===== src/hw/rtl/ffas_pkg.sv =====
// Package: sizes, command codes and transaction types of the segment allocator.
package ffas_pkg;

	localparam int SEG_ENTRIES = 64;
	localparam int ADDR_BITS   = 48;
	localparam int FIELD_W     = 48;
	localparam int INDEX_W     = 6;
	localparam int ALIGN_W     = 5;
	localparam int LIVE_W      = 7;
	localparam int IDX_W       = $clog2(SEG_ENTRIES);
	localparam int PAD_W       = 2 ** ALIGN_W - 1;
	localparam int ALU_W       = FIELD_W + 1;

	localparam logic [FIELD_W-1:0] ADDR_MASK = (ADDR_BITS >= FIELD_W) ? {FIELD_W{1'b1}} :
		FIELD_W'((64'd1 << ADDR_BITS) - 64'd1);

	localparam logic CMD_LOAD  = 1'b0;
	localparam logic CMD_ALLOC = 1'b1;

	typedef struct packed {
		logic               command;
		logic [INDEX_W-1:0] entry_index;
		logic [FIELD_W-1:0] entry_base;
		logic [FIELD_W-1:0] entry_size;
		logic [FIELD_W-1:0] request_size;
		logic [ALIGN_W-1:0] align_log2;
	} ffas_in_t;

	typedef struct packed {
		logic               ok;
		logic [FIELD_W-1:0] block_address;
		logic [LIVE_W-1:0]  live_entries;
	} ffas_out_t;

	typedef struct packed {
		logic [ALU_W-1:0] a;
		logic [ALU_W-1:0] b;
		logic             sub;
	} ffas_alu_op_t;

	typedef struct packed {
		logic               rd_en;
		logic [IDX_W-1:0]   rd_idx;
		logic               wr_en;
		logic [IDX_W-1:0]   wr_idx;
		logic [FIELD_W-1:0] wr_base;
		logic [FIELD_W-1:0] wr_size;
		logic               wr_valid;
		logic [IDX_W-1:0]   look_idx;
	} ffas_tbl_ctl_t;

endpackage


===== src/hw/rtl/ffas_alu.sv =====
// Shared add/subtract unit; the top bit is carry on add and borrow on subtract.
module ffas_alu
	import ffas_pkg::*;
(
	input  ffas_alu_op_t     op,
	output logic [ALU_W-1:0] res
);

	// Operands stay below 2^FIELD_W, so the msb is a clean carry/borrow flag.
	always_comb begin
		if (op.sub) begin
			res = op.a - op.b;
		end else begin
			res = op.a + op.b;
		end
	end

endmodule


===== config.mk =====
export PLATFORM = sky130hd
export DESIGN_NAME = ffas_alu
export DESIGN_NICKNAME = d
export VERILOG_FILES = /design/src/hw/rtl/ffas_pkg.sv /design/src/hw/rtl/ffas_alu.sv
export SDC_FILE = /design/constraint.sdc
export NUM_CORES = 1
export LEC_CHECK = 0
export BUFFER_PORTS_ARGS = -buffer_cell sky130_fd_sc_hd__buf_2
export CAP_MARGIN = 20
export CELL_PAD_IN_SITES_DETAIL_PLACEMENT = 0
export CELL_PAD_IN_SITES_GLOBAL_PLACEMENT = 2
export CORE_ASPECT_RATIO = 2
export CORE_MARGIN = 1.5
export CORE_UTILIZATION = 27
export DETAILED_ROUTE_END_ITERATION = 8
export GPL_TIMING_DRIVEN = 0
export PLACE_DENSITY = 0.85
export RECOVER_POWER = 50
export SLEW_MARGIN = 10
export SYNTH_ARGS = -nofsm -noshare
export SYNTH_HDL_FRONTEND = slang
export SYNTH_SLANG_ARGS = --single-unit

===== constraint.sdc =====
create_clock -name vclk -period 8.5
set_clock_uncertainty 0.15 [all_clocks]
set_input_delay 1.7 -clock vclk [all_inputs]
set_output_delay 1.7 -clock vclk [all_outputs]
set_load 0.01 [all_outputs]

==> results.sh <==
export IMPL_outcome="finished, final reports clean"
export IMPL_antenna_cells=0
export IMPL_cp_start_kind="input port"
export IMPL_routed_wl_um=15300
export IMPL_netlist_area_sq_um=3840
export IMPL_drt_iter0_drc=198
export IMPL_synth_area_leaders="ha_1 16%, xnor2_1 16%, a21oi_1 9.5%"
export IMPL_post_route_drc_count=0
export IMPL_p_leak_uw=0.00223
export IMPL_detailed_place_area_sq_um=4810
export IMPL_grt_usage_pct=19.8
export IMPL_path_cells="buf_2, or4_4, or3_4, or3_4, and4bb_4, and2_1, nor2_1, xnor2_1, ha_1, and3_1, nand3_1, nor2_1, nand3_1, o21ai_0, a41o_1, a21oi_1, xnor2_1, buf_2"
export IMPL_holdPathEnd="res[0]"
export IMPL_die_h_um=172
export IMPL_syn_avg_cell_area_sq_um=6.66
export IMPL_die_w_um=87.3
export IMPL_switching_share_pct=60.1
export IMPL_yosysSeqAreaShare_pct=0
export IMPL_fmax_ghz=0.122
export IMPL_seq_area_sq_um=0
export IMPL_grt_pass1_vias=4774
export IMPL_ir_drop_uv=45.8
export IMPL_n_fill_cell=1631
export IMPL_cts_setup_buffers=0
export IMPL_p_switching_uw=333
export IMPL_grt_max_degree=11
export IMPL_final_cell_mix="130 x buf_2, 73 x a21oi_1, 68 x xnor2_1"
export IMPL_cp_top_family="simple AND/OR/NAND/NOR gates"
export IMPL_crit_arrival_ns=6.35
export IMPL_layout_cells_most_common="buf_2"
export IMPL_rsz0062_at_grt="no"
export IMPL_yosysWarnings=0
export IMPL_vias=4717
export IMPL_grt_ovfl_total=0
export IMPL_hold_depth=4
export IMPL_fin_cells=913
export IMPL_fin_tns_setup_ns=0
export IMPL_p_clk_share_pct=0
export IMPL_coreArea_sq_um=13900
export IMPL_holdCritStartpoint="op[1]"
export IMPL_postRouteAntennaNets=0
export IMPL_wl_per_cell_um=16.7
export IMPL_antenna_found_initial=0
export IMPL_multi_input_area_sq_um=3700
export IMPL_nets=875
export IMPL_layout_drive_gt1_share_pct=20.7
export IMPL_initial_core_util_pct=27.6
export IMPL_syn_num_nets=725
export IMPL_finalCritPeriodShare_pct=96.4
export IMPL_whs_ns=3.64
export IMPL_end_kind="output pin"
export IMPL_slew_violations=0
export IMPL_dieArea_sq_um=15000
export IMPL_postCtsResizedCells=4
export IMPL_netlist_top_cell_by_area="ha_1"
export IMPL_crit_path_max_fanout=7
export IMPL_viasPerCell=5.17
export IMPL_internal_power_uw=221
export IMPL_grt_pass1_wl_um=23400
export IMPL_max_slew_margin_rel_pct=51.3
export IMPL_worst_pin_slew_ns=0.723
export IMPL_postCtsHoldBufs=0
export IMPL_hpwlAfterDp_um=13500
export IMPL_max_stage_delay_ns=0.58
export IMPL_critPathBufInv=2
export IMPL_slowest_stage="o21ai_0"
export IMPL_netlist_instances=576
export IMPL_crit_required_ns=6.65
export IMPL_clock_buffers=0
export IMPL_first_pass_iters=4
export IMPL_port_buffers=148
export IMPL_setup_violations=0
export IMPL_critPathKind="in -> out"
export IMPL_gp_congestion=0.882
export IMPL_layout_min_cycle_time_ns=8.20
export IMPL_seqPwrFrac_pct=0
export IMPL_synth_distinct_cells=52
export IMPL_num_rows=61
export IMPL_fin_area_sq_um=4840
export IMPL_power_density_nw_per_um2=114
export IMPL_hold_viol=0
export IMPL_yosysTopAreaCellShare_pct=16.0
export IMPL_design_seq_count=0
export IMPL_p_comb_share_pct=100.0
export IMPL_hold_path_class="in -> out"
export IMPL_placedCellCount=913
export IMPL_max_cap_violations=0
export IMPL_syn_to_final_growth_pct=26.3
export IMPL_final_core_util_pct=34.9
export IMPL_ios=148
==> power groups by stage <==
stage	combinational [uW]	clock (uW)	sequential (uW)
after global routing	611	0	0
after CTS	565	0	0
final	554	0	0
after floorplan	361	0	0
after detailed placement	561	0	0
after global placement	557	0	0
==> final cells by class <==
cell class	count	area share, %
repair buffers	148	14.8
multi-input cells	525	76.3
plain buffers	25	1.99
inverters	26	2.01
well taps	189	4.88
==> through the flow <==
stage	total power, uW	setup slack [ns]
after floorplan	361	0.763
after global placement	557	-0.235
after detailed placement	561	-0.255
after CTS	565	0.125
after global routing	611	0.0310
final	554	0.304
==> synth_stat cells (6+ instances only) <==
master    instances
nand3_1          12
nor2b_1           6
a21o_1           27
xor2_1           25
nor3_1           21
xnor2_1          68
o21bai_1         11
o21ai_0          33
nor2_1           57
nand4_1          13
a211oi_1          6
inv_1            26
a31oi_1          10
nand2_1          40
clkbuf_1         24
a21oi_1          73
ha_1             49
and3_1            7
nor4_1            6
==> cell families after synthesis <==
| logic type | count (synthesis) | synth area share [%] |
|---|---|---|
| and+or+nand+nor | 188 | 24.5 |
| xor gates and xnor gates | 94 | 22.0 |
| AOI/OAI and AO/OA | 192 | 31.8 |
| buffers and inverters | 51 | 4.99 |
| adders and majority gates | 50 | 16.5 |
| muxes | 1 | 0.261 |
==> how the worst max path moves through the flow <==
| stage | cells after the start | end | startpoint |
|---|---|---|---|
| final | 18 | res[45] | op[27] |
| after global routing | 20 | res[48] | op[11] |
| after CTS | 16 | res[45] | op[0] |
| after detailed placement | 15 | res[42] | op[11] |
| after global placement | 15 | res[42] | op[11] |
| after floorplan | 17 | res[48] | op[11] |
==> metal layers <==
metal	routed length, um	track usage (%)	part of all wire, %	vias to the layer above
met5	0	0	0	-
li1	-	-	-	2405
met3	854	2.06	5.6	19
met4	394	4.49	2.6	0
met2	8800	41.6	58	161
met1	5240	19.5	34	2132
No activity file was read; power rests on OpenSTA's default activity.
