===== config.mk =====
export PLATFORM = sky130hd
export DESIGN_NAME = ffas_ctrl
export DESIGN_NICKNAME = d
export VERILOG_FILES = /design/src/hw/rtl/ffas_pkg.sv /design/src/hw/rtl/ffas_ctrl.sv
export SDC_FILE = /design/constraint.sdc
export NUM_CORES = 1
export LEC_CHECK = 0
export ABC_AREA = 1
export BUFFER_PORTS_ARGS = -buffer_cell sky130_fd_sc_hd__buf_2
export CAP_MARGIN = 20
export CELL_PAD_IN_SITES_DETAIL_PLACEMENT = 1
export CELL_PAD_IN_SITES_GLOBAL_PLACEMENT = 1
export CORE_UTILIZATION = 36
export CTS_BUF_LIST = sky130_fd_sc_hd__clkbuf_4
export DETAILED_ROUTE_END_ITERATION = 7
export PLACE_DENSITY_LB_ADDON = 0.1
export SYNTH_ARGS = -nofsm -noshare
export SYNTH_HDL_FRONTEND = slang
export SYNTH_SLANG_ARGS = --single-unit

===== constraint.sdc =====
create_clock -name clk -period 15.41 [get_ports clk]
set_input_delay 3.082 -clock clk [delete_from_list [all_inputs] [get_ports clk]]
set_output_delay 3.082 -clock clk [all_outputs]
set_load 0.02 [all_outputs]

===== src/hw/rtl/ffas_pkg.sv =====
// Package: sizes, command codes and transaction types of the segment allocator.
package ffas_pkg;

	localparam int SEG_ENTRIES = 64;
	localparam int ADDR_BITS   = 48;
	localparam int FIELD_W     = 48;
	localparam int INDEX_W     = 6;
	localparam int ALIGN_W     = 5;
	localparam int LIVE_W      = 7;
	localparam int IDX_W       = $clog2(SEG_ENTRIES);
	localparam int PAD_W       = 2 ** ALIGN_W - 1;
	localparam int ALU_W       = FIELD_W + 1;

	localparam logic [FIELD_W-1:0] ADDR_MASK = (ADDR_BITS >= FIELD_W) ? {FIELD_W{1'b1}} :
		FIELD_W'((64'd1 << ADDR_BITS) - 64'd1);

	localparam logic CMD_LOAD  = 1'b0;
	localparam logic CMD_ALLOC = 1'b1;

	typedef struct packed {
		logic               command;
		logic [INDEX_W-1:0] entry_index;
		logic [FIELD_W-1:0] entry_base;
		logic [FIELD_W-1:0] entry_size;
		logic [FIELD_W-1:0] request_size;
		logic [ALIGN_W-1:0] align_log2;
	} ffas_in_t;

	typedef struct packed {
		logic               ok;
		logic [FIELD_W-1:0] block_address;
		logic [LIVE_W-1:0]  live_entries;
	} ffas_out_t;

	typedef struct packed {
		logic [ALU_W-1:0] a;
		logic [ALU_W-1:0] b;
		logic             sub;
	} ffas_alu_op_t;

	typedef struct packed {
		logic               rd_en;
		logic [IDX_W-1:0]   rd_idx;
		logic               wr_en;
		logic [IDX_W-1:0]   wr_idx;
		logic [FIELD_W-1:0] wr_base;
		logic [FIELD_W-1:0] wr_size;
		logic               wr_valid;
		logic [IDX_W-1:0]   look_idx;
	} ffas_tbl_ctl_t;

endpackage


===== src/hw/rtl/ffas_ctrl.sv =====
// Sequencer: load and first-fit walk, driving the shared adder and the segment table.
module ffas_ctrl
	import ffas_pkg::*;
(
	input  logic               clk,
	input  logic               arst_n,
	input  logic               start,
	input  ffas_in_t           req,
	output logic               busy,
	output logic               done,
	output ffas_out_t          rsp,
	output ffas_alu_op_t       alu_op,
	input  logic [ALU_W-1:0]   alu_res,
	output ffas_tbl_ctl_t      tbl_ctl,
	input  logic [FIELD_W-1:0] rd_base,
	input  logic [FIELD_W-1:0] rd_size,
	input  logic               look_valid
);

	typedef enum logic [3:0] {
		ST_IDLE,
		ST_LOAD,
		ST_SCAN,
		ST_PAD,
		ST_SUB1,
		ST_SUB2,
		ST_ADD1,
		ST_ADD2,
		ST_NOFIT
	} state_t;

	state_t             state_q;
	ffas_in_t           req_q;
	logic [IDX_W-1:0]   idx_q;
	logic [PAD_W-1:0]   amask_q;
	logic [PAD_W-1:0]   pad_q;
	logic [ALU_W-1:0]   left_q;
	logic [FIELD_W-1:0] aligned_q;
	logic [LIVE_W-1:0]  live_q;
	logic               done_q;
	logic               ok_q;
	logic [FIELD_W-1:0] addr_q;
	logic [LIVE_W-1:0]  live_out_q;

	logic               idx_ok;
	logic               last_entry;
	logic               load_valid;
	logic               left_zero;
	logic               add1_ovf;
	logic [LIVE_W-1:0]  live_load;
	logic [FIELD_W-1:0] pad_ext;

	assign idx_ok     = 32'(req_q.entry_index) < SEG_ENTRIES;
	assign last_entry = idx_q == IDX_W'(SEG_ENTRIES - 1);
	assign load_valid = |req_q.entry_size;
	assign left_zero  = left_q[FIELD_W-1:0] == '0;
	assign add1_ovf   = alu_res[ALU_W-1] || ((alu_res[FIELD_W-1:0] & ~ADDR_MASK) != '0);
	assign pad_ext    = FIELD_W'(pad_q);

	always_comb begin
		live_load = live_q;
		if (idx_ok) begin
			if (look_valid && !load_valid) begin
				live_load = live_q - 1'b1;
			end else if (!look_valid && load_valid) begin
				live_load = live_q + 1'b1;
			end
		end
	end

	// Operand select for the shared adder
	always_comb begin
		alu_op = '0;
		unique case (state_q)
			ST_SUB1: begin
				alu_op.a   = {1'b0, rd_size};
				alu_op.b   = {1'b0, pad_ext};
				alu_op.sub = 1'b1;
			end
			ST_SUB2: begin
				alu_op.a   = left_q;
				alu_op.b   = {1'b0, req_q.request_size};
				alu_op.sub = 1'b1;
			end
			ST_ADD1: begin
				alu_op.a = {1'b0, rd_base};
				alu_op.b = {1'b0, pad_ext};
			end
			ST_ADD2: begin
				alu_op.a = {1'b0, aligned_q};
				alu_op.b = {1'b0, req_q.request_size};
			end
			default: begin
				alu_op = '0;
			end
		endcase
	end

	always_comb begin
		tbl_ctl          = '0;
		tbl_ctl.rd_idx   = idx_q;
		tbl_ctl.look_idx = idx_q;
		unique case (state_q)
			ST_LOAD: begin
				tbl_ctl.look_idx = req_q.entry_index[IDX_W-1:0];
				tbl_ctl.wr_en    = idx_ok;
				tbl_ctl.wr_idx   = req_q.entry_index[IDX_W-1:0];
				tbl_ctl.wr_base  = req_q.entry_base & ADDR_MASK;
				tbl_ctl.wr_size  = req_q.entry_size;
				tbl_ctl.wr_valid = load_valid;
			end
			ST_SCAN: begin
				tbl_ctl.rd_en = look_valid;
			end
			ST_ADD2: begin
				tbl_ctl.wr_en    = 1'b1;
				tbl_ctl.wr_idx   = idx_q;
				tbl_ctl.wr_base  = alu_res[FIELD_W-1:0] & ADDR_MASK;
				tbl_ctl.wr_size  = left_q[FIELD_W-1:0];
				tbl_ctl.wr_valid = !left_zero;
			end
			default: begin
				tbl_ctl.rd_en = 1'b0;
			end
		endcase
	end

	always_ff @(posedge clk or negedge arst_n) begin
		if (!arst_n) begin
			state_q    <= ST_IDLE;
			live_q     <= '0;
			done_q     <= 1'b0;
			idx_q      <= '0;
			ok_q       <= 1'b0;
			addr_q     <= '0;
			live_out_q <= '0;
		end else begin
			done_q <= 1'b0;
			unique case (state_q)
				ST_IDLE: begin
					if (start) begin
						req_q   <= req;
						amask_q <= (PAD_W'(1) << req.align_log2) - 1'b1;
						idx_q   <= '0;
						if (req.command == CMD_LOAD) begin
							state_q <= ST_LOAD;
						end else if (req.request_size == '0) begin
							state_q <= ST_NOFIT;
						end else begin
							state_q <= ST_SCAN;
						end
					end
				end
				ST_LOAD: begin
					live_q     <= live_load;
					done_q     <= 1'b1;
					ok_q       <= idx_ok;
					addr_q     <= '0;
					live_out_q <= live_load;
					state_q    <= ST_IDLE;
				end
				ST_SCAN: begin
					if (look_valid) begin
						state_q <= ST_PAD;
					end else if (last_entry) begin
						state_q <= ST_NOFIT;
					end else begin
						idx_q <= idx_q + 1'b1;
					end
				end
				ST_PAD: begin
					// distance from base up to the next aligned address
					pad_q   <= (PAD_W'(0) - rd_base[PAD_W-1:0]) & amask_q;
					state_q <= ST_SUB1;
				end
				ST_SUB1: begin
					left_q <= alu_res;
					if (!alu_res[ALU_W-1]) begin
						state_q <= ST_SUB2;
					end else if (last_entry) begin
						state_q <= ST_NOFIT;
					end else begin
						idx_q   <= idx_q + 1'b1;
						state_q <= ST_SCAN;
					end
				end
				ST_SUB2: begin
					left_q <= alu_res;
					if (!alu_res[ALU_W-1]) begin
						state_q <= ST_ADD1;
					end else if (last_entry) begin
						state_q <= ST_NOFIT;
					end else begin
						idx_q   <= idx_q + 1'b1;
						state_q <= ST_SCAN;
					end
				end
				ST_ADD1: begin
					aligned_q <= alu_res[FIELD_W-1:0];
					if (!add1_ovf) begin
						state_q <= ST_ADD2;
					end else if (last_entry) begin
						state_q <= ST_NOFIT;
					end else begin
						idx_q   <= idx_q + 1'b1;
						state_q <= ST_SCAN;
					end
				end
				ST_ADD2: begin
					if (left_zero) begin
						live_q     <= live_q - 1'b1;
						live_out_q <= live_q - 1'b1;
					end else begin
						live_out_q <= live_q;
					end
					done_q  <= 1'b1;
					ok_q    <= 1'b1;
					addr_q  <= aligned_q;
					state_q <= ST_IDLE;
				end
				ST_NOFIT: begin
					done_q     <= 1'b1;
					ok_q       <= 1'b0;
					addr_q     <= '0;
					live_out_q <= live_q;
					state_q    <= ST_IDLE;
				end
				default: begin
					state_q <= ST_IDLE;
				end
			endcase
		end
	end

	assign busy              = state_q != ST_IDLE;
	assign done              = done_q;
	assign rsp.ok            = ok_q;
	assign rsp.block_address = addr_q;
	assign rsp.live_entries  = live_out_q;

endmodule


==> summary.md <==
| Metric | Value |
|---|---|
| Synth warn | 0 |
| FF+latch count, synth | 383 |
| Final setup fails | 0 |
| Relative slew slack | 25.27% |
| CP max stage cell | buf_4 |
| H-Tree Level Count | 3 |
| Iter 0 DRT Violations | 915 |
| Synth Cell Area | approximately 18000 sq um |
| Initial antenna violation count | 8 |
| Syn nets | ~2k |
| HPWL after DPL | 55430 microns |
| Die area | a little under 50000 sq um |
| Mapped Cells | between 1.5k and 2k |
| Post-synth top cells | nand2_1, edfxtp_1, nor2_1, inv_1, a22o_1 |
| Crit share post-route | around 47% |
| Wire length of the first global-routing pass | 107500 microns |
| Pwr dens | 168.5 nW/um^2 |
| Skew-Pair Late Insertion Delay | 0.90 ns |
| GRT overflow | 0 |
| HP Class | reg2reg |
| Detail Route Antenna Nets | 0 |
| Post-CTS Setup Repair Bufs | 0 |
| Core area | 47950 sq um |
| FF-to-FF Start | state_q[3]$_DFFE_PN0P_ |
| LEAKAGE | 10.41 nW |
| GRT Util Overall | 29.75% |
| CTS tree | done |
| RSZ-0062 raised after global routing | false |
| Critical Path RT | about 12 ns |
| I/O Pins | 579 |
| Area leader, netlist | edfxtp_1 |
| Total clock sinks | between 300 and 400 |
| Crit. Startpoint | state_q[2]$_DFFE_PN0P_ |
| Initial Util | 36.60% |
| Area growth from synthesis to layout | 28.19% |
| Cell breakdown of the critical path | inv_2, nor2_4, inv_2, nor2_4, buf_4, buf_4, nand2_1, o2111ai_1, buf_2 |
| Worst slew pin tran | 1.121 ns |
| I/O Buffers | 577 |
| Post-synthesis sequential area ratio | 63.43% |
| Routed len/inst | 24.38 microns |
| Hold Startpoint | aligned_q[20]$_DFFE_PP_ |
| Vias per cell | slightly above 5 |
| Root Buffer Master | clkbuf_4 |
| Kind of critical path | reg2out |
| Final Critical Period | 7.205 ns |
| First drt pass iteration count | 5 |
| Non-Filler Instances | 3043 |
| Inst Count DP | 2844 |
| Max-Cap Viols | 0 |
| CTS max path bufs | 3 |
| Fmax | 138.8 MHz |
| Status | completed |
| EDFF count, synth | 309 |
| Post-CTS sizing | 0 |
| Post-CTS Hold Buffers | 0 |
| Final hold vios | 0 |
| Top FF cell, synth | edfxtp_1 |
| Asr flop ratio synth | 19.32% |
| Post-synth top area share | 52.88% |
| Setup TNS | 0 ns |
| Worst EP arrival | 4.12 ns |
| CTS clock-pin slew for the worst setup and hold paths | 0.07 ns |
| TritonCTS buffer count | 105 |
| # rows | 80 |
| Fin. max-slew vios | 0 |
| Avg Cell Area, Syn | 10.33 sq um |
| Max VDD drop | 0.07821 mV |
| DRT Wirelength | roughly 74000 microns |
| Synth area leaders | edfxtp_1, dfrtp_1, nand2_1 |
| Yosys cell types | 47 |
| Slowest stage delay, CP | 0.88 ns |
| CP max FO | 74 |
| Setup crit end kind | primary output |
| Nets | about 2.6k |
| Die H | 222.8 microns |
| Clk_skew | 0.07625 ns |
| Die X | between 200 and 250 microns |
| RD Place Congestion | 0.9196 |
| DRC | 0 |
| Share of cells above drive strength 1 | 34.17% |
| Critical Path Start Type | flip-flop |
| Number of global-route vias before repair | around 16k |
| Largest net degree at the start of global routing | 77 |
| Via count | 15.80k |
| Most frequent cell after synthesis | nand2_1 |
[cell type report]
type,count,area [sq um]
Antenna cell,2,5.005
Clock buffer,160,1201
Clock inverter,36,203.9
Fill cell,5651,25450
Inverter,170,643.1
Multi-Input combinational cell,1079,5494
Sequential cell,383,11130
Tap cell,615,769.5
Timing Repair Buffer,598,3048
[power by group]
group | total (mW) | switching [mW] | internal (mW)
logic | 1.28 | 0.929 | 0.346
clock network | 0.970 | 0.462 | 0.508
registers | 1.54 | 0.110 | 1.43
total | 3.79 | 1.50 | 2.29
[metrics by stage]
step	util [%]	power (mW)	instance area, sq um	setup slack, ns	hold WS (ns)
finish	46.92	3.789	22500	8.205	0.4517
global route	46.92	3.980	22500	7.991	0.4862
CTS	46.89	3.831	22480	8.089	0.4483
detailed placement	43.96	2.849	21080	8.217	0.4529
global placement	43.96	2.820	21080	8.274	0.4491
floorplan	-	2.357	17550	4.159	0.4440
[routing by layer]
metal | GRT usage [%] | routed length, microns
met2 | 52.35 | 37830
met4 | 10.77 | 2087
met1 | 35.42 | 29700
met5 | 0 | 53
met3 | 6.744 | 4512
[final timing paths]
kind	end	slack (ns)	depth (start not counted)
max	alu_op[54]	8.21	9
min	addr_q[20]$_DFFE_PN0P_	0.45	2
max reg2reg	req_q[57]$_DFFE_PP_	10.85	10
min reg2reg	addr_q[20]$_DFFE_PN0P_	0.45	2
max in group asynchronous	addr_q[22]$_DFFE_PN0P_	11.99	2
min in group asynchronous	done$_DFF_PN0_	2.22	1
[critical path, delay by kind of cell (launching register included)]
family | cells | cell delay (ns)
and+or+nand+nor | 3 | 0.61
buffers and inverters | 5 | 1.85
AOI/OAI and AO/OA | 1 | 0.30
DFF | 1 | 0.42
[placed cells by master (no fill, tap or decap), types with 21 or more instances in the layout]
| cell type | synthesis | routed |
|---|---|---|
| buf_2 | 28 | 576 |
| clkinv_1 | 3 | 31 |
| dfrtp_1 | 74 | 74 |
| inv_1 | 143 | 143 |
| clkbuf_4 | 0 | 160 |
| o2111ai_1 | 49 | 49 |
| nor2_1 | 182 | 177 |
| buf_4 | 9 | 22 |
| nand4_1 | 24 | 24 |
| nor3_1 | 23 | 21 |
| a21oi_1 | 45 | 45 |
| inv_2 | 23 | 23 |
| o21ai_1 | 24 | 24 |
| edfxtp_1 | 309 | 309 |
| o21ai_0 | 52 | 52 |
| a22o_1 | 84 | 84 |
| nand3_1 | 40 | 40 |
| nand2_1 | 455 | 454 |
[state kept, by name, summed over array words and instances, names as in the netlist, 6 cells and up]
register,cells
amask_q,31
left_q,49
live_q,7
aligned_q,48
req_q,150
idx_q,6
addr_q,48
pad_q,31
live_out_q,7
[kinds of logic (layout without fill, tap and decap cells)]
kind of cell               count (synthesis)  in the layout  share of synthesized area, %
other                                      1              3                       0.02137
DFF                                      383            383                         63.43
AOI/OAI and AO/OA                        275            275                         10.96
and+or+nand+nor                          775            775                         18.59
adders and majority gates                  5              5                        0.3565
buffers and inverters                    236            964                         5.497
xor gates and xnor gates                  23             23                         1.148
(Power assumes the default switching activity.)
